`src/hw/rtl/elfe_pkg.sv`:
```
`default_nettype none

package elfe_pkg;

    // Field widths.
    localparam int unsigned BYTE_W   = 8;
    localparam int unsigned LEN_W    = 16;
    localparam int unsigned CFG_IDX_W = 3;

    // Most line bytes one transaction can produce.
    localparam int unsigned MAX_RESULTS = 6;
    localparam int unsigned RES_IDX_W   = 3;

    // Input command codes.
    localparam logic CMD_START = 1'b0;
    localparam logic CMD_DATA  = 1'b1;

    // Configuration register indexes.
    localparam logic [CFG_IDX_W-1:0] REG_FRAME_LENGTH      = 3'd0;
    localparam logic [CFG_IDX_W-1:0] REG_START_MARKER      = 3'd1;
    localparam logic [CFG_IDX_W-1:0] REG_END_MARKER        = 3'd2;
    localparam logic [CFG_IDX_W-1:0] REG_ESCAPE_MARKER     = 3'd3;
    localparam logic [CFG_IDX_W-1:0] REG_START_SUBSTITUTE  = 3'd4;
    localparam logic [CFG_IDX_W-1:0] REG_END_SUBSTITUTE    = 3'd5;
    localparam logic [CFG_IDX_W-1:0] REG_ESCAPE_SUBSTITUTE = 3'd6;

    // Reset values of the marker registers.
    localparam logic [BYTE_W-1:0] RST_START_MARKER      = 8'd126;
    localparam logic [BYTE_W-1:0] RST_END_MARKER        = 8'd127;
    localparam logic [BYTE_W-1:0] RST_ESCAPE_MARKER     = 8'd125;
    localparam logic [BYTE_W-1:0] RST_START_SUBSTITUTE  = 8'd94;
    localparam logic [BYTE_W-1:0] RST_END_SUBSTITUTE    = 8'd95;
    localparam logic [BYTE_W-1:0] RST_ESCAPE_SUBSTITUTE = 8'd93;

    typedef logic [BYTE_W-1:0] byte_t;

    // Marker and substitute settings as one group.
    typedef struct packed {
        byte_t start_marker;
        byte_t end_marker;
        byte_t escape_marker;
        byte_t start_substitute;
        byte_t end_substitute;
        byte_t escape_substitute;
    } marker_cfg_t;

    // One or two line bytes for a stuffed payload byte.
    typedef struct packed {
        byte_t first;
        byte_t second;
        logic  two;
    } escaped_t;

    // Stuff one byte; the start marker is tested first, then end, then escape.
    function automatic escaped_t elfe_escape(input byte_t b, input marker_cfg_t m);
        escaped_t e;
        e.first  = m.escape_marker;
        e.second = '0;
        e.two    = 1'b1;
        if (b == m.start_marker) begin
            e.second = m.start_substitute;
        end else if (b == m.end_marker) begin
            e.second = m.end_substitute;
        end else if (b == m.escape_marker) begin
            e.second = m.escape_substitute;
        end else begin
            e.first = b;
            e.two   = 1'b0;
        end
        return e;
    endfunction

endpackage

`default_nettype wire

```
`src/hw/rtl/elfe_if.sv`:
```
`default_nettype none

// Input channel: one command per transaction.
interface elfe_in_if
    import elfe_pkg::*;
();
    logic  valid;
    logic  ready;
    logic  command;
    byte_t data_byte;

    modport source (output valid, output command, output data_byte, input ready);
    modport sink   (input valid, input command, input data_byte, output ready);
endinterface

// Output channel: one line byte per transaction.
interface elfe_out_if
    import elfe_pkg::*;
();
    logic  valid;
    logic  ready;
    byte_t out_byte;
    logic  status;
    logic  frame_end;
    logic  is_last;

    modport source (output valid, output out_byte, output status, output frame_end,
                    output is_last, input ready);
    modport sink   (input valid, input out_byte, input status, input frame_end,
                    input is_last, output ready);
endinterface

`default_nettype wire

```
`src/hw/rtl/escaped_length_frame_encoder_top.sv`:
```
// The first line byte of a command passes through the input register and then the burst register,
// which loads once the output is free, before it is valid on out_ch.
// Throughput: one line byte per cycle while the output is ready; line bytes per command:
// start 3 to 6, payload byte 1 to 3, rejected byte 1.
// The input register accepts the next command while the previous burst still drains.
// Reset clears the frame state, the burst and input registers, and loads the register defaults.
`default_nettype none

module escaped_length_frame_encoder_top
    import elfe_pkg::*;
(
    input  wire logic                 clk,
    input  wire logic                 rst_n,
    input  wire logic                 cfg_we,
    input  wire logic [CFG_IDX_W-1:0] cfg_index,
    input  wire logic [LEN_W-1:0]     cfg_wdata,
    elfe_in_if.sink                   in_ch,
    elfe_out_if.source                out_ch
);

    typedef enum logic [1:0] {
        PH_IDLE,
        PH_DATA
    } phase_t;

    // Configuration registers.
    logic [LEN_W-1:0] frame_length_reg;
    marker_cfg_t      markers_reg;

    // Input register.
    logic  a_valid_reg;
    logic  a_cmd_reg;
    byte_t a_data_reg;

    // Frame state.
    phase_t           phase_reg, phase_next;
    logic [LEN_W-1:0] bytes_sent_reg, bytes_sent_next;
    logic [LEN_W-1:0] active_length_reg, active_length_next;

    // Burst register: the line bytes of one command, drained one per cycle while the output is ready.
    logic                 b_valid_reg;
    byte_t                b_bytes_reg [MAX_RESULTS];
    logic [RES_IDX_W-1:0] b_last_reg;
    logic [RES_IDX_W-1:0] b_idx_reg;
    logic                 b_end_reg;
    logic                 b_status_reg;

    byte_t                b_bytes_next [MAX_RESULTS];
    logic [RES_IDX_W-1:0] cnt;
    logic                 b_end_next;
    logic                 b_status_next;
    escaped_t             e;

    logic b_at_last;
    logic out_fire;
    logic a_move;
    logic in_fire;

    assign b_at_last = (b_idx_reg == b_last_reg);
    assign out_fire  = b_valid_reg && out_ch.ready;
    assign a_move    = a_valid_reg && (!b_valid_reg || (b_at_last && out_ch.ready));
    assign in_fire   = in_ch.valid && in_ch.ready;

    assign in_ch.ready      = !a_valid_reg || a_move;
    assign out_ch.valid     = b_valid_reg;
    assign out_ch.out_byte  = b_bytes_reg[b_idx_reg];
    assign out_ch.status    = b_status_reg;
    assign out_ch.frame_end = b_end_reg && b_at_last;
    assign out_ch.is_last   = b_at_last;

    // Configuration writes.
    always_ff @(posedge clk or negedge rst_n) begin
        if (!rst_n) begin
            frame_length_reg               <= '0;
            markers_reg.start_marker       <= RST_START_MARKER;
            markers_reg.end_marker         <= RST_END_MARKER;
            markers_reg.escape_marker      <= RST_ESCAPE_MARKER;
            markers_reg.start_substitute   <= RST_START_SUBSTITUTE;
            markers_reg.end_substitute     <= RST_END_SUBSTITUTE;
            markers_reg.escape_substitute  <= RST_ESCAPE_SUBSTITUTE;
        end else if (cfg_we) begin
            unique case (cfg_index)
                REG_FRAME_LENGTH:      frame_length_reg <= cfg_wdata;
                REG_START_MARKER:      markers_reg.start_marker <= cfg_wdata[BYTE_W-1:0];
                REG_END_MARKER:        markers_reg.end_marker <= cfg_wdata[BYTE_W-1:0];
                REG_ESCAPE_MARKER:     markers_reg.escape_marker <= cfg_wdata[BYTE_W-1:0];
                REG_START_SUBSTITUTE:  markers_reg.start_substitute <= cfg_wdata[BYTE_W-1:0];
                REG_END_SUBSTITUTE:    markers_reg.end_substitute <= cfg_wdata[BYTE_W-1:0];
                REG_ESCAPE_SUBSTITUTE: markers_reg.escape_substitute <= cfg_wdata[BYTE_W-1:0];
                default: ;
            endcase
        end
    end

    // Build the burst for the registered command and the next frame state.
    always_comb begin
        for (int i = 0; i < MAX_RESULTS; i++) begin
            b_bytes_next[i] = '0;
        end
        cnt                = '0;
        b_end_next         = 1'b0;
        b_status_next      = 1'b0;
        phase_next         = phase_reg;
        bytes_sent_next    = bytes_sent_reg;
        active_length_next = active_length_reg;
        e                  = '0;

        if (a_cmd_reg == CMD_START) begin
            active_length_next = frame_length_reg;
            bytes_sent_next    = '0;
            b_bytes_next[0]    = markers_reg.start_marker;
            cnt                = RES_IDX_W'(1);
            // Length low byte.
            e = elfe_escape(frame_length_reg[BYTE_W-1:0], markers_reg);
            b_bytes_next[cnt] = e.first;
            cnt = cnt + RES_IDX_W'(1);
            if (e.two) begin
                b_bytes_next[cnt] = e.second;
                cnt = cnt + RES_IDX_W'(1);
            end
            // Length high byte.
            e = elfe_escape(frame_length_reg[LEN_W-1:BYTE_W], markers_reg);
            b_bytes_next[cnt] = e.first;
            cnt = cnt + RES_IDX_W'(1);
            if (e.two) begin
                b_bytes_next[cnt] = e.second;
                cnt = cnt + RES_IDX_W'(1);
            end
            // An empty frame closes at once.
            if (frame_length_reg == '0) begin
                b_bytes_next[cnt] = markers_reg.end_marker;
                b_end_next        = 1'b1;
                cnt = cnt + RES_IDX_W'(1);
                phase_next        = PH_IDLE;
            end else begin
                phase_next = PH_DATA;
            end
        end else if ((phase_reg == PH_DATA) && (bytes_sent_reg < active_length_reg)) begin
            e = elfe_escape(a_data_reg, markers_reg);
            b_bytes_next[0] = e.first;
            cnt = RES_IDX_W'(1);
            if (e.two) begin
                b_bytes_next[cnt] = e.second;
                cnt = cnt + RES_IDX_W'(1);
            end
            bytes_sent_next = bytes_sent_reg + LEN_W'(1);
            // The last payload byte closes the frame.
            if (bytes_sent_next == active_length_reg) begin
                b_bytes_next[cnt] = markers_reg.end_marker;
                b_end_next        = 1'b1;
                cnt = cnt + RES_IDX_W'(1);
                phase_next        = PH_IDLE;
            end
        end else begin
            // Data outside an open frame or past its length is rejected.
            b_status_next = 1'b1;
            cnt           = RES_IDX_W'(1);
        end
    end

    // Input register control, frame state and burst control.
    always_ff @(posedge clk or negedge rst_n) begin
        if (!rst_n) begin
            a_valid_reg       <= 1'b0;
            phase_reg         <= PH_IDLE;
            bytes_sent_reg    <= '0;
            active_length_reg <= '0;
            b_valid_reg       <= 1'b0;
            b_idx_reg         <= '0;
            b_last_reg        <= '0;
            b_end_reg         <= 1'b0;
            b_status_reg      <= 1'b0;
        end else begin
            if (in_fire) begin
                a_valid_reg <= 1'b1;
            end else if (a_move) begin
                a_valid_reg <= 1'b0;
            end

            if (a_move) begin
                phase_reg         <= phase_next;
                bytes_sent_reg    <= bytes_sent_next;
                active_length_reg <= active_length_next;
                b_valid_reg       <= 1'b1;
                b_idx_reg         <= '0;
                b_last_reg        <= cnt - RES_IDX_W'(1);
                b_end_reg         <= b_end_next;
                b_status_reg      <= b_status_next;
            end else if (out_fire) begin
                if (b_at_last) begin
                    b_valid_reg <= 1'b0;
                end else begin
                    b_idx_reg <= b_idx_reg + RES_IDX_W'(1);
                end
            end
        end
    end

    // Payload registers.
    always_ff @(posedge clk) begin
        if (in_fire) begin
            a_cmd_reg  <= in_ch.command;
            a_data_reg <= in_ch.data_byte;
        end
        if (a_move) begin
            b_bytes_reg <= b_bytes_next;
        end
    end

endmodule

`default_nettype wire

```
`src/flat_wrapper.sv`:
```
// flat-port wrapper written by rule: the top's interface ports become plain ports
module escaped_length_frame_encoder_top_flat import elfe_pkg::*;
  (clk, rst_n, cfg_we, cfg_index, cfg_wdata, in_ch_valid, in_ch_command, in_ch_data_byte, in_ch_ready, out_ch_valid, out_ch_out_byte, out_ch_status, out_ch_frame_end, out_ch_is_last, out_ch_ready);
  elfe_in_if in_ch_i ();
  elfe_out_if out_ch_i ();
  input  wire logic clk;
  input  wire logic rst_n;
  input  wire logic cfg_we;
  input  wire logic [CFG_IDX_W-1:0] cfg_index;
  input  wire logic [LEN_W-1:0] cfg_wdata;
  input wire logic [$bits(in_ch_i.valid)-1:0] in_ch_valid;
  input wire logic [$bits(in_ch_i.command)-1:0] in_ch_command;
  input wire logic [$bits(in_ch_i.data_byte)-1:0] in_ch_data_byte;
  output wire logic [$bits(in_ch_i.ready)-1:0] in_ch_ready;
  output wire logic [$bits(out_ch_i.valid)-1:0] out_ch_valid;
  output wire logic [$bits(out_ch_i.out_byte)-1:0] out_ch_out_byte;
  output wire logic [$bits(out_ch_i.status)-1:0] out_ch_status;
  output wire logic [$bits(out_ch_i.frame_end)-1:0] out_ch_frame_end;
  output wire logic [$bits(out_ch_i.is_last)-1:0] out_ch_is_last;
  input wire logic [$bits(out_ch_i.ready)-1:0] out_ch_ready;
  assign in_ch_i.valid = in_ch_valid;
  assign in_ch_i.command = in_ch_command;
  assign in_ch_i.data_byte = in_ch_data_byte;
  assign in_ch_ready = in_ch_i.ready;
  assign out_ch_valid = out_ch_i.valid;
  assign out_ch_out_byte = out_ch_i.out_byte;
  assign out_ch_status = out_ch_i.status;
  assign out_ch_frame_end = out_ch_i.frame_end;
  assign out_ch_is_last = out_ch_i.is_last;
  assign out_ch_i.ready = out_ch_ready;
  escaped_length_frame_encoder_top u_core (.clk(clk), .rst_n(rst_n), .cfg_we(cfg_we), .cfg_index(cfg_index), .cfg_wdata(cfg_wdata), .in_ch(in_ch_i), .out_ch(out_ch_i));
endmodule
```
`config.mk`:
```
export PLATFORM = sky130hd
export DESIGN_NAME = escaped_length_frame_encoder_top_flat
export DESIGN_NICKNAME = d
export VERILOG_FILES = /design/src/hw/rtl/elfe_pkg.sv /design/src/hw/rtl/elfe_if.sv /design/src/hw/rtl/escaped_length_frame_encoder_top.sv /design/src/flat_wrapper.sv
export SDC_FILE = /design/constraint.sdc
export NUM_CORES = 1
export LEC_CHECK = 0
export BUFFER_PORTS_ARGS = -buffer_cell sky130_fd_sc_hd__buf_4
export CAP_MARGIN = 5
export CORE_UTILIZATION = 30
export CTS_BUF_LIST = sky130_fd_sc_hd__clkbuf_8
export DETAILED_ROUTE_END_ITERATION = 12
export PLACE_DENSITY_LB_ADDON = 0.3
export SYNTH_ARGS = -nofsm -noshare
export SYNTH_HDL_FRONTEND = slang
export SYNTH_SLANG_ARGS = --single-unit
```
`constraint.sdc`:
```
create_clock -name clk -period 8.81 [get_ports clk]
set_input_delay 0.881 -clock clk [delete_from_list [all_inputs] [get_ports clk]]
set_output_delay 0.881 -clock clk [all_outputs]
set_load 0.05 [all_outputs]
```
Word-level counts from Yosys, hierarchy flattened. Cells that the tools add are included.

Bits in registers: 165. Input bits: 33. Output and inout port bits: 13. Word-level logic and storage cells: 192.

$add $sub $neg: 7. $lt $le $gt $ge: 10. Eq/ne operators: 21. Muxes and demuxes: 93. Bitwise gates (word level): 6. Reductions and logical operators: 31.

Operator list (count): $mux W48 (6); $mux W8 (34); $bwmux W48 (4); $demux W8 S3 (4); $eq A8 B8 Y1 (9); $mux W3 (12); $mux W16 (2); $mux W1 (26); $bmux W8 S3 (1); $reduce_and A2 Y1 (11); $ge A4 B4 Y1 const B (5); $not A3 Y4 (5); $add A16 B1 Y16 const B (1); $eq A16 B16 Y1 (1); $logic_not A16 Y1 (1); $lt A16 B16 Y1 (1); $lt A4 B1 Y1 const B (4); $add A3 B1 Y3 const B (5); $logic_and A1 B1 Y1 (10); $eq A3 B3 Y1 const B (3); $mux W2 (4); $eq A3 B2 Y1 const B (2); $ne A2 B2 Y1 const B (3); $reduce_bool A2 Y1 (3); other kinds (9) (11).

Depth between registers and ports, before layout.
Depth in word-level cells: 19. Mapped depth: 16. Gate-level depth less buffers: 13.

Worst setup path after synthesis. OpenSTA, ideal clock, no wires.

Path type: register to register. Start point: register u_core.markers_reg[33] (netlist name). End point: register u_core.b_bytes_reg[24] (netlist name), data pin. Setup time: 272 ps. Arrival: 2981 ps. Required time: 8538 ps. Setup slack: 5557 ps. Stages on the path, launching flop included: 15. Buffers on the path: 5. Period minus slack after synthesis: 3253 ps. Cell sequence: dfstp_2 buf_2 xor2_1 nor4_1 and2_1 buf_2 or3_1 buf_2 clkbuf_1 ha_1 a31o_2 buf_2 nor2_1 a221oi_1 o41ai_2.

RTL lines: start: declaration (RTL line escaped_length_frame_encoder_top.sv:28) `marker_cfg_t markers_reg;`; end signal: assignment (RTL line escaped_length_frame_encoder_top.sv:206) `b_bytes_reg <= b_bytes_next;`; end: declaration (RTL line escaped_length_frame_encoder_top.sv:42) `byte_t b_bytes_reg [MAX_RESULTS];`.

Worst setup path after layout.
Start point: register u_core.b_idx_reg[0]. End point: register u_core.bytes_sent_reg[8].

Word-level cells in the longest chain between the ends: 5.

RTL lines: start: declaration (RTL line escaped_length_frame_encoder_top.sv:44) `logic [RES_IDX_W-1:0] b_idx_reg;`; start signal: assignment (RTL line escaped_length_frame_encoder_top.sv:193) `b_idx_reg <= b_idx_reg + RES_IDX_W'(1);`; $eq A3 B3 Y1 (RTL line escaped_length_frame_encoder_top.sv:59) `assign b_at_last = (b_idx_reg == b_last_reg);`; $logic_and A1 B1 Y1 (RTL line escaped_length_frame_encoder_top.sv:61) `assign a_move = a_valid_reg && (!b_valid_reg || (b_at_last && out_ch.ready));`; $logic_or A1 B1 Y1 (RTL line escaped_length_frame_encoder_top.sv:61); $logic_and A1 B1 Y1 (RTL line escaped_length_frame_encoder_top.sv:61); net u_core.a_move (RTL line escaped_length_frame_encoder_top.sv:56) `logic a_move;`; $reduce_and A2 Y1 (no source line); end signal: assignment (RTL line escaped_length_frame_encoder_top.sv:182) `bytes_sent_reg <= bytes_sent_next;`; end: declaration (RTL line escaped_length_frame_encoder_top.sv:37) `logic [LEN_W-1:0] bytes_sent_reg, bytes_sent_next;`.

The timed path passes the listed nets, and every way through them passes these cells. A chain may end at the register's enable or synchronous reset.

==> metrics.csv <==
metric,value,unit
status,"complete, no violations",
synth_top_family_by_area,compound AO/OA/AOI/OAI gates,
rsz0062_at_grt,no,
rows,67,
portBuffers,45,
vias,7822,
cts_tree,done,
cts_made_buffers,17,
synth_warnings,0,
antenna_found_initial,0,
grt_pass1_wl,47.4,mm
die_width,188,um
grt_pass1_vias,7578,
wire_per_inst,20.7,um
io_pins,46,
layout-drive-gt1-share,21.6,%
clkTransAtPathRegs,0.10,ns
ir_drop,142,uV
antenna_left,0,
finalHoldViolations,0,
wirelength,30.2,mm
synth_compound_area_share,15.2,%
hp-class,input pin to asynchronous set/reset pin,
cp.arrival,4.73,ns
syn_avg_cell_area,10.3,um^2
ctsHtreeMaxLevel,4,
crit_chain,xnor2_1 > nand3_1 > o21ai_1 > nand2_1 > inv_2 > nand4_1 > or3_1 > o21ai_0,
p_leak,4.51,nW
grt_max_degree,63,
intPower,1.83,mW
clockBufferDepth,2,
ys_types,69,
tightest_slew,1.06,ns
worst-setup-path-type,flop to flop,
overflow,0,
synth_top_area_share,17.4,%
clock-sinks,164,
hold_buffers,0,
drtIter0Drc,756,
async_flop_share,65.2,%
slowest_delay,1.04,ns
synth_fp_nets,1066,
synthCells,1009,
synth_fa_ha_area_share,2.90,%
max_freq,0.231,GHz
dieArea,35300,um^2
viasPerCell,5.36,
synth_seq_cells,164,
cts_root_buffer,clkbuf_8,
muxShareOfSynthArea,12.1,%
ys_seq_area_share,42.8,%
p_seq_share,43.0,%
fin_total_pwr,3.23,mW
path_max_fanout,51,
dieHeight,188,um
skew,0.0175,ns
clock_latency,0.49,ns
area_growth,9.25,%
syn_area,10400,um^2
antenna_cells,0,
synth_top_cell_by_area,dfrtp_1,
finalSetupViolCount,0,
min_period,4.32,ns
nets,1056,
synth_enable_flop_cells,57,
hpwl,22.3,mm
slew_viol_final,0,
start_kind,flop,
synth_ff_type,dfrtp_1,
track_usage,17.6,%
drc,0,
swShare,43.5,%
netlist_top_cells_area,"dfrtp_1 17%, edfxtp_1 17%, dfstp_2 8.9%",
coreArea,33800,um^2
fillers,3394,
cts_setup_buffers,0,
maxCapViolCount,0,
yosys.area_share.simple,13.0,%
p_clk_share,17.2,%
cts_resized,0,
layout_worst_path_cycle_share,49.1,%
gp_congestion,0.921,
final.setup.tns,0,ns
synth-xor-area-share,7.94,%
switching_power,1.41,mW
max-slew-margin-rel,28.6,%
setup.worst_path.end_class,flop,
combPwrFrac,39.8,%
power_density,286,nW/um^2
cp.required,9.21,ns
slowest_stage,dfrtp_1,
firstDrtPassIters,6,
start_util,30.7,%
[metal layers]
metal | global-route usage [%] | vias to the layer above | routed length [um]
met4 | 6.32 | 0 | 711
met5 | 0 | - | 0
met3 | 3.05 | 37 | 1790
met1 | 25.8 | 3842 | 14700
li1 | - | 3683 | -
met2 | 25.6 | 260 | 13000
[logic make-up after synthesis]
logic type / after synthesis
flip-flops: 164
AND/OR/NAND/NOR: 260
adder cells (fa/ha/maj): 24
buffers and inverters: 143
AO/OA/AOI/OAI: 216
XOR/XNOR: 94
multiplexers: 108
[worst paths after layout]
check                                                  from                                 endpoint  slack [ns]  depth (start not counted)
max                         u_core.b_idx_reg[0]$_DFFE_PN0P_     u_core.bytes_sent_reg[8]$_DFFE_PN0P_        4.49                          8
min                                                   rst_n  u_core.frame_length_reg[11]$_DFFE_PN0P_        0.39                          1
max reg2reg                 u_core.b_idx_reg[0]$_DFFE_PN0P_     u_core.bytes_sent_reg[8]$_DFFE_PN0P_        4.49                          8
min reg2reg                u_core.b_last_reg[0]$_DFFE_PN0P_         u_core.b_last_reg[0]$_DFFE_PN0P_        0.50                          2
max in group asynchronous                             rst_n     u_core.bytes_sent_reg[4]$_DFFE_PN0P_        7.20                          2
min in group clk           u_core.b_last_reg[0]$_DFFE_PN0P_         u_core.b_last_reg[0]$_DFFE_PN0P_        0.50                          2
[worst max-delay path: cells and delay by family, from the launching register on]
kind,cells,cell delay [ns]
compound gates,2,0.26
xor+xnor,1,0.22
buf+inv,1,0.86
flops,1,1.04
simple gates,4,1.84
[synthesized netlist by cell type (all sizes together), types with 7 or more instances]
master and instances:
a211oi 18, a21o 9, a21oi 19, a221oi 26, a31oi 7, and3 11
buf 54, clkbuf 29, dfrtp 72, dfstp 35, edfxtp 57, ha 24
inv 60, mux2 62, mux2i 38, mux4 8, nand2 88, nand2b 8
nand3 16, nand4 20, nor2 35, nor3 31, nor4 15, o21ai 55
o22ai 18, o31ai 18, o32a 8, o41ai 9, or3 9, xnor2 55
xor2 39
[layout make-up]
type / count / area, um^2 / area share, %
Timing Repair Buffer: 54 / 405 / 3.58
Sequential cell: 164 / 4430 / 39.2
Clock buffer: 17 / 234 / 2.07
Tap cell: 448 / 561 / 4.95
Multi-Input combinational cell: 702 / 5320 / 47.0
Inverter: 60 / 225 / 1.99
Clock inverter: 15 / 143 / 1.26
[per-stage QoR]
stage,hold slack [ns],setup slack [ns],cells,util (%),instance area (um^2)
final,0.393,4.49,1460,33.5,11300
after global placement,0.487,4.55,1428,32.4,10900
after floorplan,0.467,5.56,1009,-,10400
after global routing,0.420,4.01,1460,33.5,11300
after detailed placement,0.490,4.42,1428,32.4,10900
after CTS,0.390,4.40,1460,33.5,11300
[power by group through the flow]
stage,sequential (mW),combinational (mW),clock [mW]
floorplan,1.20,1.08,0
global placement,1.39,1.28,0
detailed placement,1.40,1.29,0
CTS,1.39,1.30,0.574
global route,1.42,1.41,0.604
finish,1.39,1.29,0.555
[cells in the final DEF (no fill, tap or decap), types with 7 or more instances in the layout]
| master | count |
|---|---|
| nand2_1 | 87 |
| dfrtp_1 | 72 |
| mux2_2 | 62 |
| inv_1 | 58 |
| edfxtp_1 | 57 |
| xnor2_1 | 55 |
| o21ai_0 | 54 |
| buf_4 | 54 |
| xor2_1 | 39 |
| mux2i_1 | 38 |
| dfstp_2 | 35 |
| nor2_1 | 33 |
| nor3_1 | 28 |
| a221oi_1 | 26 |
| ha_1 | 24 |
| a21oi_1 | 18 |
| a211oi_1 | 18 |
| o22ai_1 | 18 |
| nand4_1 | 17 |
| clkbuf_8 | 17 |
| nor4_1 | 15 |
| nand3_1 | 15 |
| o31ai_1 | 15 |
| and3_1 | 11 |
| or3_1 | 9 |
| a21o_1 | 9 |
| o32a_1 | 8 |
| o41ai_2 | 8 |
| mux4_2 | 8 |
| nand2b_1 | 8 |
| a31oi_1 | 7 |
| inv_6 | 7 |
Power figures use the tool's default switching activity.
